`src/sv/wtr_pkg.sv`:
```
// ----------------------------------------------------------------------------
// wtr_pkg: shared types and constants for the wavelength to RGB pipeline
// Holds fixed widths, band coefficients and the pipeline control struct.
// ----------------------------------------------------------------------------
package wtr_pkg;

    localparam int WL_FRAC_BITS = 4;
    localparam int OUT_BITS     = 16;

    localparam int WL_W     = 14;
    localparam int D_W      = 11;
    localparam int COEF_W   = 9;
    localparam int M_W      = 22;
    localparam int P_W      = 32;
    localparam int Q_W      = 29;
    localparam int HALF_W   = 28;
    localparam int SH_W     = 5;
    localparam int R_W      = 25;
    localparam int Y_W      = Q_W + OUT_BITS;
    localparam int YS_W     = 25;
    localparam int PROD_W   = 49;
    localparam int RECIP_SH = 32;
    localparam int QE_W     = PROD_W - RECIP_SH;
    localparam int QQ_W     = Q_W + QE_W;
    localparam int SEL_W    = 3;
    localparam int NSTG     = 7;

    localparam int S_TDATA_W = 16;
    localparam int M_TDATA_W = 56;

    localparam int CH_RED   = 0;
    localparam int CH_GREEN = 1;
    localparam int CH_BLUE  = 2;

    localparam int RANGE_LO_NM = 400;
    localparam int RANGE_HI_NM = 700;
    localparam logic [WL_W-1:0] WL_LO = WL_W'(RANGE_LO_NM * (1 << WL_FRAC_BITS));
    localparam logic [WL_W-1:0] WL_HI = WL_W'(RANGE_HI_NM * (1 << WL_FRAC_BITS));

    // Per-band constants, all pre-scaled to input units
    typedef struct packed {
        logic [WL_W-1:0]          lo;
        logic [WL_W-1:0]          hi;
        logic                     incl;
        logic signed [COEF_W-1:0] c;
        logic signed [M_W-1:0]    bd;
        logic signed [P_W-1:0]    a2;
        logic [HALF_W-1:0]        half;
        logic [Q_W-1:0]           q;
        logic [SH_W-1:0]          sh;
        logic [R_W-1:0]           r;
    } band_k_t;

    typedef struct packed {
        logic [NSTG-1:0] load;
    } pipe_ctl_t;

    function automatic int ch_first(input int ch);
        case (ch)
            CH_RED:   return 0;
            CH_GREEN: return 5;
            CH_BLUE:  return 8;
            default:  return 0;
        endcase
    endfunction

    function automatic int ch_count(input int ch);
        case (ch)
            CH_RED:   return 5;
            CH_GREEN: return 3;
            CH_BLUE:  return 2;
            default:  return 0;
        endcase
    endfunction

    // Band list: red 0..4, green 5..7, blue 8..9. The reciprocal is left
    // zero here and filled in by the user of the table.
    function automatic band_k_t band_const(input int idx);
        longint lo_nm;
        longint hi_nm;
        longint a;
        longint b;
        longint c;
        longint d;
        longint q;
        logic   incl;
        int     sh;
        band_k_t k;
        incl = 1'b0;
        case (idx)
            0: begin lo_nm = 400; hi_nm = 410; a = 0;  b = 33;   c = -20;  end
            1: begin lo_nm = 410; hi_nm = 475; a = 14; b = 0;    c = -13;  end
            2: begin lo_nm = 545; hi_nm = 595; a = 0;  b = 198;  c = -100; end
            3: begin lo_nm = 595; hi_nm = 650; a = 98; b = 6;    c = -40;  end
            4: begin lo_nm = 650; hi_nm = 700; a = 65; b = -84;  c = 20;
                incl = 1'b1;
            end
            5: begin lo_nm = 415; hi_nm = 475; a = 0;  b = 0;    c = 80;   end
            6: begin lo_nm = 475; hi_nm = 590; a = 80; b = 76;   c = -80;  end
            7: begin lo_nm = 585; hi_nm = 639; a = 84; b = -84;  c = 0;    end
            8: begin lo_nm = 400; hi_nm = 475; a = 0;  b = 220;  c = -150; end
            9: begin lo_nm = 475; hi_nm = 560; a = 70; b = -100; c = 30;   end
            default: begin lo_nm = 0; hi_nm = 0; a = 0; b = 0; c = 0; end
        endcase
        d  = (hi_nm - lo_nm) * (longint'(1) << WL_FRAC_BITS);
        q  = 100 * d * d;
        sh = (q > 0) ? ($clog2(q) - 8) : 0;
        k.lo   = WL_W'(lo_nm * (longint'(1) << WL_FRAC_BITS));
        k.hi   = WL_W'(hi_nm * (longint'(1) << WL_FRAC_BITS));
        k.incl = incl;
        k.c    = COEF_W'(c);
        k.bd   = M_W'(b * d);
        k.a2   = P_W'(a * d * d);
        k.half = HALF_W'(50 * d * d);
        k.q    = Q_W'(q);
        k.sh   = SH_W'(sh);
        k.r    = '0;
        return k;
    endfunction

endpackage

```
`src/sv/wtr_pipe_ctl.sv`:
```
// ----------------------------------------------------------------------------
// wtr_pipe_ctl: valid tracking and load enables for the datapath stages
// Each stage loads when it is empty or the stage after it loads.
// ----------------------------------------------------------------------------
module wtr_pipe_ctl
    import wtr_pkg::*;
(
    input  logic      aclk,
    input  logic      aresetn,
    input  logic      s_tvalid,
    output logic      s_tready,
    output logic      m_tvalid,
    input  logic      m_tready,
    output pipe_ctl_t ctl
);

    logic [NSTG-1:0] valid_reg;
    logic [NSTG-1:0] valid_next;
    logic [NSTG-1:0] rdy;

    always_comb begin
        rdy[NSTG-1] = ~valid_reg[NSTG-1] | m_tready;
        for (int i = NSTG - 2; i >= 0; i--) begin
            rdy[i] = ~valid_reg[i] | rdy[i+1];
        end
    end

    always_comb begin
        valid_next = valid_reg;
        if (rdy[0]) begin
            valid_next[0] = s_tvalid;
        end
        for (int i = 1; i < NSTG; i++) begin
            if (rdy[i]) begin
                valid_next[i] = valid_reg[i-1];
            end
        end
    end

    always_ff @(posedge aclk) begin
        if (!aresetn) begin
            valid_reg <= '0;
        end else begin
            valid_reg <= valid_next;
        end
    end

    assign ctl.load = rdy;
    assign s_tready = rdy[0];
    assign m_tvalid = valid_reg[NSTG-1];

endmodule

```
`config.mk`:
```
export PLATFORM = sky130hd
export DESIGN_NAME = wtr_pipe_ctl
export DESIGN_NICKNAME = d
export VERILOG_FILES = /design/src/sv/wtr_pkg.sv /design/src/sv/wtr_pipe_ctl.sv
export SDC_FILE = /design/constraint.sdc
export NUM_CORES = 1
export LEC_CHECK = 0
export BUFFER_PORTS_ARGS = -buffer_cell sky130_fd_sc_hd__buf_4
export CORE_AREA = 2 2 39 41
export CTS_CLUSTER_DIAMETER = 100
export DETAILED_ROUTE_END_ITERATION = 12
export DIE_AREA = 0 0 41 43
export GPL_TIMING_DRIVEN = 0
export PLACE_DENSITY = 0.55
export SETUP_SLACK_MARGIN = 0.15
export SYNTH_ARGS = -nofsm -noshare
export SYNTH_HDL_FRONTEND = slang
export SYNTH_SLANG_ARGS = --single-unit
export TNS_END_PERCENT = 10
```
`constraint.sdc`:
```
create_clock -name aclk -period 3.12 [get_ports aclk]
set_input_delay 0.624 -clock aclk [delete_from_list [all_inputs] [get_ports aclk]]
set_output_delay 0.624 -clock aclk [all_outputs]
set_load 0.02 [all_outputs]
```
==> impl_metrics.csv <==
group,metric,value,unit
run_status,status,"finished, final reports clean",
clock_network,cts_resized,0,
final_layout,diodes,0,
worst_setup_path,r2r_slack,2100,ps
sta,finalCritPeriodShare,70.0,%
die,die_x,41,um
sta,hold_viol_final,0,
clock_network,post_cts_buffers,0,
yosys,seq_area_frac_synth,47.3,%
sta,slew_viol_final,0,
route,top_layer,"met4",
sta,clock-skew-final,2.13,ps
global_route,grt_start_max_net_pins,9,
worst_setup_path,cp-end-kind,"primary output",
worst_hold_path,hold_end,"valid_reg[3]$_SDFFE_PN0P_",
sta,max_clock_freq,0.458,GHz
yosys,synth_area,297,um^2
final_layout,drive_gt1_share,39.6,%
clock_network,clk-insertion-delay-late,250,ps
die,die_h,43,um
placement,portBuffers,12,
worst_setup_path,crit_required,2500,ps
worst_setup_path,rr_worst_depth,3,
route,ant_nets,0,
worst_setup_path,slowest_delay,260,ps
die,rows,14,
final_layout,syn2layout_area_growth,46.0,%
yosys,yosys_warnings,0,
die,die-area,0.00176,mm^2
worst_setup_path,r2r_end,"valid_reg[0]$_SDFFE_PN0P_",
clock_network,clockRootBuffer,"clkbuf_4",
clock_network,cts_sinks,7,
global_route,antenna_found_initial,0,
final_layout,largest_register_ffs,7,
final_layout,fillCellCount,150,
job,maxCapViolCount,0,
sta,final-setup-viol-count,0,
power_and_ir_drop,pwr-share-comb,4.3,%
power_and_ir_drop,total_power,0.183,mW
sta,rsz0062_at_grt,"false",
clock_network,cts.path.max_buffers,2,
power_and_ir_drop,p_seq_share,50.9,%
route,wl,518,um
yosys,ys_types,14,
yosys,postSynthAreaPerCell,9.27,um^2
route,avgRoutedWirePerCell,8.09,um
global_route,grt.total_usage,7.64,%
power_and_ir_drop,p_leak,0.190,nW
worst_setup_path,worstPathMaxFanout,6,
worst_hold_path,min_from,"valid_reg[2]$_SDFFE_PN0P_",
global_route,overflow,0,
clock_network,cts_tree,"yes",
clock_network,clk_transition_reported_paths,50,ps
yosys,ys_ff_latch,7,
power_and_ir_drop,pwr-share-clk,44.8,%
route,route.met2.wl,218,um
sta,finalCriticalPeriod,2190,ps
route,first_iter_violations,4,
final_layout,fin_nets,53,
placement,gp_congestion,0.709,
route,firstDrtPassIters,2,
power_and_ir_drop,ir_drop,0.241,mV
sta,setup_tns,0,ps
route,vias,263,
final_layout,multi_input_area,130,um^2
sta,relSlewSlack,84.0,%
global_route,grt_pass1_vias,205,
route,wl_met1,217,um
power_and_ir_drop,power_density,422,mW/mm^2
global_route,grt_pass1_wl,786,um
worst_hold_path,hp-class,"reg2reg",
power_and_ir_drop,swShare,20.5,%
worst_setup_path,regToRegStartpoint,"valid_reg[5]$_SDFFE_PN0P_",
worst_setup_path,cpMostUsedCell,"buf_4",
power_and_ir_drop,p_switching,0.0374,mW
worst_setup_path,crit_chain,"buf_4 > nand4b_4 > nor3_1 > inv_1 > buf_4 > buf_4",
clock_network,cts_buffers,3,
worst_setup_path,crit_arrival,1560,ps
die,initial_core_util,21.4,%
final_layout,regArea,140,um^2
sta,tightest_slew,240,ps
clock_network,postCtsHoldBufs,0,
die,core,0.00138,mm^2
route,met3_wirelength,73,um
yosys,syn_nets,36,
yosys,syn_inst,32,
power_and_ir_drop,internal-power,0.145,mW
worst_setup_path,criticalPathCategory,"in2out",
worst_hold_path,whs_path_depth,2,
die,pin_count,13,
worst_setup_path,critPathLaunchType,"input port",
route,viasPerCell,4.11,
clock_network,cts-htree-levels,1,
route,drcViolationCount,0,
worst_setup_path,cp_slowest_cell,"nor3_1",
-- area by class of cell --
cell class / instances / share of cell area [%]
buffer: 1 / 1.73
clock buffer: 4 / 6.07
inverter: 5 / 4.34
multi-input combinational: 19 / 30.1
sequential: 7 / 32.4
tap: 16 / 4.62
timing repair buffer: 12 / 20.8
-- critical path, delay by kind of cell --
kind                   cells  cell delay (ps)
buffers and inverters      4              460
and+or+nand+nor            2              460
-- synthesized netlist by cell type (all sizes together) --
cell type | n | share of area, %
dfxtp | 7 | 47
nand2 | 6 | 7.6
inv | 5 | 6.3
o21a | 3 | 7.6
a21boi | 2 | 6.3
nor2b | 2 | 4.2
a21oi | 1 | 1.7
buf | 1 | 2.5
nand4b | 1 | 8.0
nor2 | 1 | 1.3
nor3 | 1 | 1.7
o31ai | 1 | 2.5
or2 | 1 | 3.0
-- metal layers --
| layer | track usage [%] | up-vias |
|---|---|---|
| met1 | 6.77 | 115 |
| met5 | 0 | - |
| met3 | 9.42 | 2 |
| met4 | 4.00 | 0 |
| li1 | - | 135 |
| met2 | 9.69 | 11 |
-- cell families (layout without fill, tap and decap cells) --
| kind of cell | Yosys count | count (layout) | share of synthesized area, % |
|---|---|---|---|
| AND/OR/NAND/NOR | 12 | 12 | 25.7 |
| AO/OA/AOI/OAI | 7 | 7 | 18.1 |
| flip-flops | 7 | 7 | 47.3 |
| buffers and inverters | 6 | 22 | 8.86 |
-- layout by cell type (no fill, tap or decap), drive strengths merged --
master and n:
buf 13, nand2 6, o31ai 1, nor3 1
nand4b 1, o21a 3, dfxtp 7, a21boi 2
nor2b 2, or2 1, a21oi 1, clkbuf 4
inv 5, nor2 1
-- power by group through the flow --
stage / combinational [mW] / clock [mW] / sequential, mW
finish: 0.00795 / 0.0819 / 0.0930
detailed placement: 0.00813 / 0 / 0.0947
global route: 0.00879 / 0.0947 / 0.0930
global placement: 0.00803 / 0 / 0.0948
CTS: 0.00809 / 0.0871 / 0.0929
floorplan: 0.00335 / 0 / 0.0946
-- how the worst max path moves through the flow --
stage	startpoint	endpoint	depth (start not counted)
3_3_place_gp	m_tready	ctl[0]	6
2_1_floorplan	m_tready	ctl[0]	4
4_1_cts	m_tready	ctl[0]	6
6_report	m_tready	ctl[0]	6
3_5_place_dp	m_tready	ctl[0]	6
5_1_grt	m_tready	ctl[0]	6
-- stage by stage --
stage                     cells  setup slack (ps)  utilization, %  hold WS, ps  area [um^2]
final                        64               935            31.3          449          433
after global routing         64               888            31.3          472          433
after CTS                    64               926            31.3          450          433
after detailed placement     60               926            29.4          442          407
after global placement       60               916            29.4          439          407
after floorplan              32              1040               -          423          297
(Power assumes the default switching activity.)
