## src/sv/wtr_pkg.sv

```systemverilog
// ----------------------------------------------------------------------------
// wtr_pkg: shared types and constants for the wavelength to RGB pipeline
// Holds fixed widths, band coefficients and the pipeline control struct.
// ----------------------------------------------------------------------------
package wtr_pkg;

    localparam int WL_FRAC_BITS = 4;
    localparam int OUT_BITS     = 16;

    localparam int WL_W     = 14;
    localparam int D_W      = 11;
    localparam int COEF_W   = 9;
    localparam int M_W      = 22;
    localparam int P_W      = 32;
    localparam int Q_W      = 29;
    localparam int HALF_W   = 28;
    localparam int SH_W     = 5;
    localparam int R_W      = 25;
    localparam int Y_W      = Q_W + OUT_BITS;
    localparam int YS_W     = 25;
    localparam int PROD_W   = 49;
    localparam int RECIP_SH = 32;
    localparam int QE_W     = PROD_W - RECIP_SH;
    localparam int QQ_W     = Q_W + QE_W;
    localparam int SEL_W    = 3;
    localparam int NSTG     = 7;

    localparam int S_TDATA_W = 16;
    localparam int M_TDATA_W = 56;

    localparam int CH_RED   = 0;
    localparam int CH_GREEN = 1;
    localparam int CH_BLUE  = 2;

    localparam int RANGE_LO_NM = 400;
    localparam int RANGE_HI_NM = 700;
    localparam logic [WL_W-1:0] WL_LO = WL_W'(RANGE_LO_NM * (1 << WL_FRAC_BITS));
    localparam logic [WL_W-1:0] WL_HI = WL_W'(RANGE_HI_NM * (1 << WL_FRAC_BITS));

    // Per-band constants, all pre-scaled to input units
    typedef struct packed {
        logic [WL_W-1:0]          lo;
        logic [WL_W-1:0]          hi;
        logic                     incl;
        logic signed [COEF_W-1:0] c;
        logic signed [M_W-1:0]    bd;
        logic signed [P_W-1:0]    a2;
        logic [HALF_W-1:0]        half;
        logic [Q_W-1:0]           q;
        logic [SH_W-1:0]          sh;
        logic [R_W-1:0]           r;
    } band_k_t;

    typedef struct packed {
        logic [NSTG-1:0] load;
    } pipe_ctl_t;

    function automatic int ch_first(input int ch);
        case (ch)
            CH_RED:   return 0;
            CH_GREEN: return 5;
            CH_BLUE:  return 8;
            default:  return 0;
        endcase
    endfunction

    function automatic int ch_count(input int ch);
        case (ch)
            CH_RED:   return 5;
            CH_GREEN: return 3;
            CH_BLUE:  return 2;
            default:  return 0;
        endcase
    endfunction

    // Band list: red 0..4, green 5..7, blue 8..9. The reciprocal is left
    // zero here and filled in by the user of the table.
    function automatic band_k_t band_const(input int idx);
        longint lo_nm;
        longint hi_nm;
        longint a;
        longint b;
        longint c;
        longint d;
        longint q;
        logic   incl;
        int     sh;
        band_k_t k;
        incl = 1'b0;
        case (idx)
            0: begin lo_nm = 400; hi_nm = 410; a = 0;  b = 33;   c = -20;  end
            1: begin lo_nm = 410; hi_nm = 475; a = 14; b = 0;    c = -13;  end
            2: begin lo_nm = 545; hi_nm = 595; a = 0;  b = 198;  c = -100; end
            3: begin lo_nm = 595; hi_nm = 650; a = 98; b = 6;    c = -40;  end
            4: begin lo_nm = 650; hi_nm = 700; a = 65; b = -84;  c = 20;
                incl = 1'b1;
            end
            5: begin lo_nm = 415; hi_nm = 475; a = 0;  b = 0;    c = 80;   end
            6: begin lo_nm = 475; hi_nm = 590; a = 80; b = 76;   c = -80;  end
            7: begin lo_nm = 585; hi_nm = 639; a = 84; b = -84;  c = 0;    end
            8: begin lo_nm = 400; hi_nm = 475; a = 0;  b = 220;  c = -150; end
            9: begin lo_nm = 475; hi_nm = 560; a = 70; b = -100; c = 30;   end
            default: begin lo_nm = 0; hi_nm = 0; a = 0; b = 0; c = 0; end
        endcase
        d  = (hi_nm - lo_nm) * (longint'(1) << WL_FRAC_BITS);
        q  = 100 * d * d;
        sh = (q > 0) ? ($clog2(q) - 8) : 0;
        k.lo   = WL_W'(lo_nm * (longint'(1) << WL_FRAC_BITS));
        k.hi   = WL_W'(hi_nm * (longint'(1) << WL_FRAC_BITS));
        k.incl = incl;
        k.c    = COEF_W'(c);
        k.bd   = M_W'(b * d);
        k.a2   = P_W'(a * d * d);
        k.half = HALF_W'(50 * d * d);
        k.q    = Q_W'(q);
        k.sh   = SH_W'(sh);
        k.r    = '0;
        return k;
    endfunction

endpackage

```

## src/sv/wtr_chan.sv

```systemverilog
// ----------------------------------------------------------------------------
// wtr_chan: one color channel, band select through rounded quotient
// Band select, two multiply stages for the quadratic, then a reciprocal
// multiply with one remainder correction for the division by 100*D^2.
// ----------------------------------------------------------------------------
module wtr_chan
    import wtr_pkg::*;
#(
    parameter int CH = 0
)
(
    input  logic                aclk,
    input  pipe_ctl_t           ctl,
    input  logic [WL_W-1:0]     wl,
    input  logic                oor,
    output logic [OUT_BITS-1:0] value
);

    localparam int FIRST = ch_first(CH);
    localparam int NB    = ch_count(CH);

    band_k_t kt [2**SEL_W];

    for (genvar g = 0; g < 2**SEL_W; g++) begin : g_band
        if (g < NB) begin : g_used
            localparam band_k_t KB    = band_const(FIRST + g);
            localparam longint  RECIP = (longint'(1) << (RECIP_SH + int'(KB.sh))) /
                                        longint'(KB.q);
            // reciprocal sits in the lowest field of the band constants
            assign kt[g] = {KB[$bits(band_k_t)-1:R_W], R_W'(RECIP)};
        end else begin : g_unused
            assign kt[g] = '0;
        end
    end

    // Stage 1: band select, offset into band
    logic [2**SEL_W-1:0] hit;
    logic [SEL_W-1:0]    sel1_next, sel1_reg;
    logic                in1_next, in1_reg;
    logic [D_W-1:0]      d1_next, d1_reg;

    always_comb begin
        for (int g = 0; g < 2**SEL_W; g++) begin
            hit[g] = (wl >= kt[g].lo) && (kt[g].incl ? (wl <= kt[g].hi) : (wl < kt[g].hi));
        end
        // lowest band that matches wins
        sel1_next = '0;
        for (int g = 2**SEL_W - 1; g >= 0; g--) begin
            if (hit[g]) begin
                sel1_next = SEL_W'(g);
            end
        end
        in1_next = (|hit) & ~oor;
        d1_next  = D_W'(wl - kt[sel1_next].lo);
    end

    // Stage 2: m = b*D + c*d
    logic [SEL_W-1:0]      sel2_reg;
    logic                  in2_reg;
    logic [D_W-1:0]        d2_reg;
    logic signed [M_W-1:0] m2_next, m2_reg;
    logic signed [M_W-1:0] dm, cm;

    always_comb begin
        dm      = M_W'($signed({1'b0, d1_reg}));
        cm      = M_W'(kt[sel1_reg].c);
        m2_next = kt[sel1_reg].bd + dm * cm;
    end

    // Stage 3: p = d*m
    logic [SEL_W-1:0]      sel3_reg;
    logic                  in3_reg;
    logic signed [P_W-1:0] p3_next, p3_reg;
    logic signed [P_W-1:0] dp, mp;

    always_comb begin
        dp      = P_W'($signed({1'b0, d2_reg}));
        mp      = P_W'(m2_reg);
        p3_next = dp * mp;
    end

    // Stage 4: N = a*D^2 + p, flags, rounded dividend
    logic [SEL_W-1:0]      sel4_reg;
    logic                  zero4_next, zero4_reg;
    logic                  sat4_next, sat4_reg;
    logic [Y_W-1:0]        y4_next, y4_reg;
    logic signed [P_W-1:0] n4;

    always_comb begin
        n4         = kt[sel3_reg].a2 + p3_reg;
        zero4_next = ~in3_reg | n4[P_W-1] | (n4 == '0);
        sat4_next  = n4 >= $signed(P_W'(kt[sel3_reg].q));
        y4_next    = {n4[Q_W-1:0], {OUT_BITS{1'b0}}} + Y_W'(kt[sel3_reg].half);
    end

    // Stage 5: quotient estimate by reciprocal
    logic [SEL_W-1:0]  sel5_reg;
    logic              zero5_reg, sat5_reg;
    logic [Y_W-1:0]    y5_reg;
    logic [YS_W-1:0]   ys;
    logic [PROD_W-1:0] prod5_next, prod5_reg;

    always_comb begin
        ys         = YS_W'(y4_reg >> kt[sel4_reg].sh);
        prod5_next = PROD_W'(ys) * PROD_W'(kt[sel4_reg].r);
    end

    // Stage 6: back-multiply the estimate
    logic [SEL_W-1:0] sel6_reg;
    logic             zero6_reg, sat6_reg;
    logic [Y_W-1:0]   y6_reg;
    logic [QE_W-1:0]  qe6_next, qe6_reg;
    logic [QQ_W-1:0]  qq6_next, qq6_reg;

    always_comb begin
        qe6_next = prod5_reg[PROD_W-1:RECIP_SH];
        qq6_next = QQ_W'(qe6_next) * QQ_W'(kt[sel5_reg].q);
    end

    // Stage 7: correct by one, saturate
    logic [QQ_W-1:0]     rem;
    logic [QE_W-1:0]     qf;
    logic [OUT_BITS-1:0] value_next, value_reg;

    always_comb begin
        rem = QQ_W'(y6_reg) - qq6_reg;
        qf  = qe6_reg + QE_W'(rem >= QQ_W'(kt[sel6_reg].q));
        if (zero6_reg) begin
            value_next = '0;
        end else if (sat6_reg | qf[QE_W-1]) begin
            value_next = '1;
        end else begin
            value_next = qf[OUT_BITS-1:0];
        end
    end

    always_ff @(posedge aclk) begin
        if (ctl.load[0]) begin
            sel1_reg <= sel1_next;
            in1_reg  <= in1_next;
            d1_reg   <= d1_next;
        end
        if (ctl.load[1]) begin
            sel2_reg <= sel1_reg;
            in2_reg  <= in1_reg;
            d2_reg   <= d1_reg;
            m2_reg   <= m2_next;
        end
        if (ctl.load[2]) begin
            sel3_reg <= sel2_reg;
            in3_reg  <= in2_reg;
            p3_reg   <= p3_next;
        end
        if (ctl.load[3]) begin
            sel4_reg  <= sel3_reg;
            zero4_reg <= zero4_next;
            sat4_reg  <= sat4_next;
            y4_reg    <= y4_next;
        end
        if (ctl.load[4]) begin
            sel5_reg  <= sel4_reg;
            zero5_reg <= zero4_reg;
            sat5_reg  <= sat4_reg;
            y5_reg    <= y4_reg;
            prod5_reg <= prod5_next;
        end
        if (ctl.load[5]) begin
            sel6_reg  <= sel5_reg;
            zero6_reg <= zero5_reg;
            sat6_reg  <= sat5_reg;
            y6_reg    <= y5_reg;
            qe6_reg   <= qe6_next;
            qq6_reg   <= qq6_next;
        end
        if (ctl.load[6]) begin
            value_reg <= value_next;
        end
    end

    assign value = value_reg;

endmodule
```

## config.mk

```make
export PLATFORM = sky130hd
export DESIGN_NAME = wtr_chan
export DESIGN_NICKNAME = d
export VERILOG_FILES = /design/src/sv/wtr_pkg.sv /design/src/sv/wtr_chan.sv
export SDC_FILE = /design/constraint.sdc
export NUM_CORES = 2
export LEC_CHECK = 0
export BUFFER_PORTS_ARGS = -buffer_cell sky130_fd_sc_hd__clkbuf_2
export CORE_MARGIN = 8
export CORE_UTILIZATION = 35
export CTS_CLUSTER_SIZE = 10
export DETAILED_ROUTE_END_ITERATION = 6
export GPL_ROUTABILITY_DRIVEN = 0
export PLACE_DENSITY = 0.52
export SLEW_MARGIN = 10
export SYNTH_ARGS = -nofsm -noshare
export SYNTH_HDL_FRONTEND = slang
export SYNTH_SLANG_ARGS = --single-unit
```

## constraint.sdc

```tcl
create_clock -name aclk -period 12.46 [get_ports aclk]
set_input_delay 2.492 -clock aclk [delete_from_list [all_inputs] [get_ports aclk]]
set_output_delay 2.492 -clock aclk [all_outputs]
set_load 0.05 [all_outputs]
```

==> flow_summary.toml <==
[synthesis]
syn_area_sq_um = 54200
synth_ff_type = "edfxtp_1"
synth_edf_count = 291
synthDistinctLibCells = 103
syn_area_per_cell_sq_um = 9.63
synth_area_leaders = "fa_1 (37%), edfxtp_1 (16%), ha_1 (13%)"
syn-instance-count = 5632
ys_async_sr_fraction_pct = 0
synth_warnings = 0
yosysTopAreaCellShare_pct = 36.7
ys_seq_elements = 291
synth_nets = 7219
yosysTopAreaCell = "fa_1"
yosysSeqAreaShare_pct = 16.1

[setup_path]
crit_top_cell = "fa_1"
worst-setup-path-type = "register to register"
rr_endpoint = "prod5_reg[45]"
r2r_slack_ns = 1.28
crit_slowest_cell = "nor2_1"
rr_startpoint = "sel4_reg[0]"
arrival_ns = 11.57
r2r_cells = 30
cp_max_fo = 18
worst_path_largest_cell_delay_ns = 0.78
worst_ep_required_time_ns = 12.84
start_kind = "register"
worstSetupEndpointType = "register"

[detailed_routing]
avgViaCountPerCell = 4.92
route.detailed.drc = 1
vias = 37700
drt_first_iter_violations = 2592
detail_route.wirelength_mm = 151
firstDrtPassIters = 7
antenna_left = 0
wl_per_cell_microns = 19.7

[global_routing]
grt_max_degree = 58
grt_util_all_layers_pct = 18.1
antenna_found_initial = 2
overflow = 0
grt_pass1_wl_mm = 239
grt_pass1_vias = 40200

[sta]
finalSetupViolCount = 0
clock.fmax_ghz = 0.0894
report.final.slew_viol_count = 0
clock_skew_ns = 0.0451
timing.final.crit_period_ns = 11.18
hold_violations = 0
fin_hold_ws_ns = 0.410
max-slew-margin-rel_pct = 18.4
period_share_pct = 89.8
rsz0062_at_grt = "false"
tightest_slew_ns = 1.22
setup-tns-final_ns = 0

[finish]
ff_latch_area_sq_um = 8740
largest_reg_flops = 36
final_common_cell = "inv_1"
fillers = 15600
num_antenna_cells = 0
final_core_util_pct = 37.6
fin_nets = 7188
area_growth_pct = 6.97
multiInputGateArea_sq_um = 39500
drive_gt1_share_pct = 3.65
final_cell_mix = "inv_1 (1453), fa_1 (993), ha_1 (571)"
layout.cells.non_filler = 7665

[cts]
insertion_delay_ns = 0.59
clk_pin_slew_ns = 0.06
clk_path_buf_depth = 3
clock-sinks = 291
cts_made_buffers = 40
cts_hold_buf = 0
cts_root_buf = "clkbuf_16"
h-tree-depth = 2
cts_tree = "built"
cts_resized = 0
cts_setup_buffers = 0

[floorplan]
die_height_microns = 410
start_util_pct = 35.2
core_area_sq_um = 154000
ios = 39
rows = 144
dieArea_sq_um = 168000
chipWidth_microns = 410

[placement]
dp_cells = 7603
io_buffers = 38
place_hpwl_mm = 130

[min_path]
hold_depth = 0
whs_endpoint = "y6_reg[38]"
hold_path.startpoint = "y5_reg[38]"
min_path_type = "register to register"

[job]
maxCapViolCount = 0

[run_status]
outcome = "finished with violations"
failed_checks = "DRC"
[layer usage]
layer / up-vias / part of all wire, % / global-route usage, %
li1: 17400 / - / -
met1: 18800 / 44 / 25.0
met2: 1261 / 45 / 28.9
met3: 242 / 7.4 / 3.85
met4: 2 / 3.3 / 5.00
met5: - / 0.0086 / 0
[final cells by class]
type,instances,area share (%)
clock buffers,45,1.76
clock inverters,17,0.462
inverters,1455,9.42
multi-input cells,3736,68.0
flip-flops and latches,291,15.1
well taps,2044,4.41
repair buffers,77,0.837
[synth_stat cells (7+ instances only)]
library cell	number
buf_2	10
mux2i_1	28
a21oi_1	181
o2111ai_1	7
nor3_1	33
and2_1	230
buf_1	14
o21ai_1	14
nand2_1	545
or2_2	22
or3_1	9
edfxtp_1	291
o21bai_1	24
xor2_1	51
nand3_1	68
inv_1	1453
xnor2_1	125
ha_1	571
o21a_1	21
clkbuf_1	122
and3_1	25
a221oi_1	10
o31a_1	7
nand4_1	22
a31oi_1	25
nor2_1	275
nor4_1	13
a21o_1	66
mux2_2	11
nand2b_1	47
nor2b_1	39
fa_1	993
o21ai_0	85
a211o_1	7
o211ai_1	15
a211oi_1	19
[cells by family after synthesis]
group                    count (synthesis)  share of synthesized area, %
AO/OA/AOI/OAI                          580                          7.14
XOR/XNOR                               181                          2.99
adder cells (fa/ha/maj)               1564                          49.8
buffers and inverters                 1605                          11.1
flip-flops                             291                          16.1
multiplexers                            39                         0.745
AND/OR/NAND/NOR                       1372                          12.0
[through the flow]
| step | cell area, sq um | worst slack, ns |
|---|---|---|
| after floorplan | 54200 | 3.58 |
| after CTS | 58000 | 1.49 |
| after global placement | 56700 | 1.63 |
| final | 58000 | 1.28 |
| after global routing | 58000 | 0.846 |
| after detailed placement | 56700 | 1.54 |
[worst max-delay path by stage]
stage | end | slack (ns) | from | cells after the start
2_1_floorplan | prod5_reg[48] | 3.58 | sel4_reg[0] | 34
5_1_grt | prod5_reg[45] | 0.85 | sel4_reg[0] | 31
3_5_place_dp | prod5_reg[48] | 1.54 | sel4_reg[0] | 33
3_3_place_gp | prod5_reg[48] | 1.63 | sel4_reg[0] | 33
6_report | prod5_reg[45] | 1.28 | sel4_reg[0] | 30
4_1_cts | prod5_reg[45] | 1.49 | sel4_reg[0] | 33
[worst max-delay path, delay by kind of cell, from the launching register on]
family | cells | cell delay (ns)
AOI/OAI and AO/OA | 10 | 3.45
adders and majority gates | 9 | 4.52
and+or+nand+nor | 6 | 1.85
DFF | 1 | 0.64
buffers and inverters | 5 | 0.50
Power is left out: the tool's default activity adds up to more than one toggle a clock period on the data nets, which glitch-free logic cannot reach.
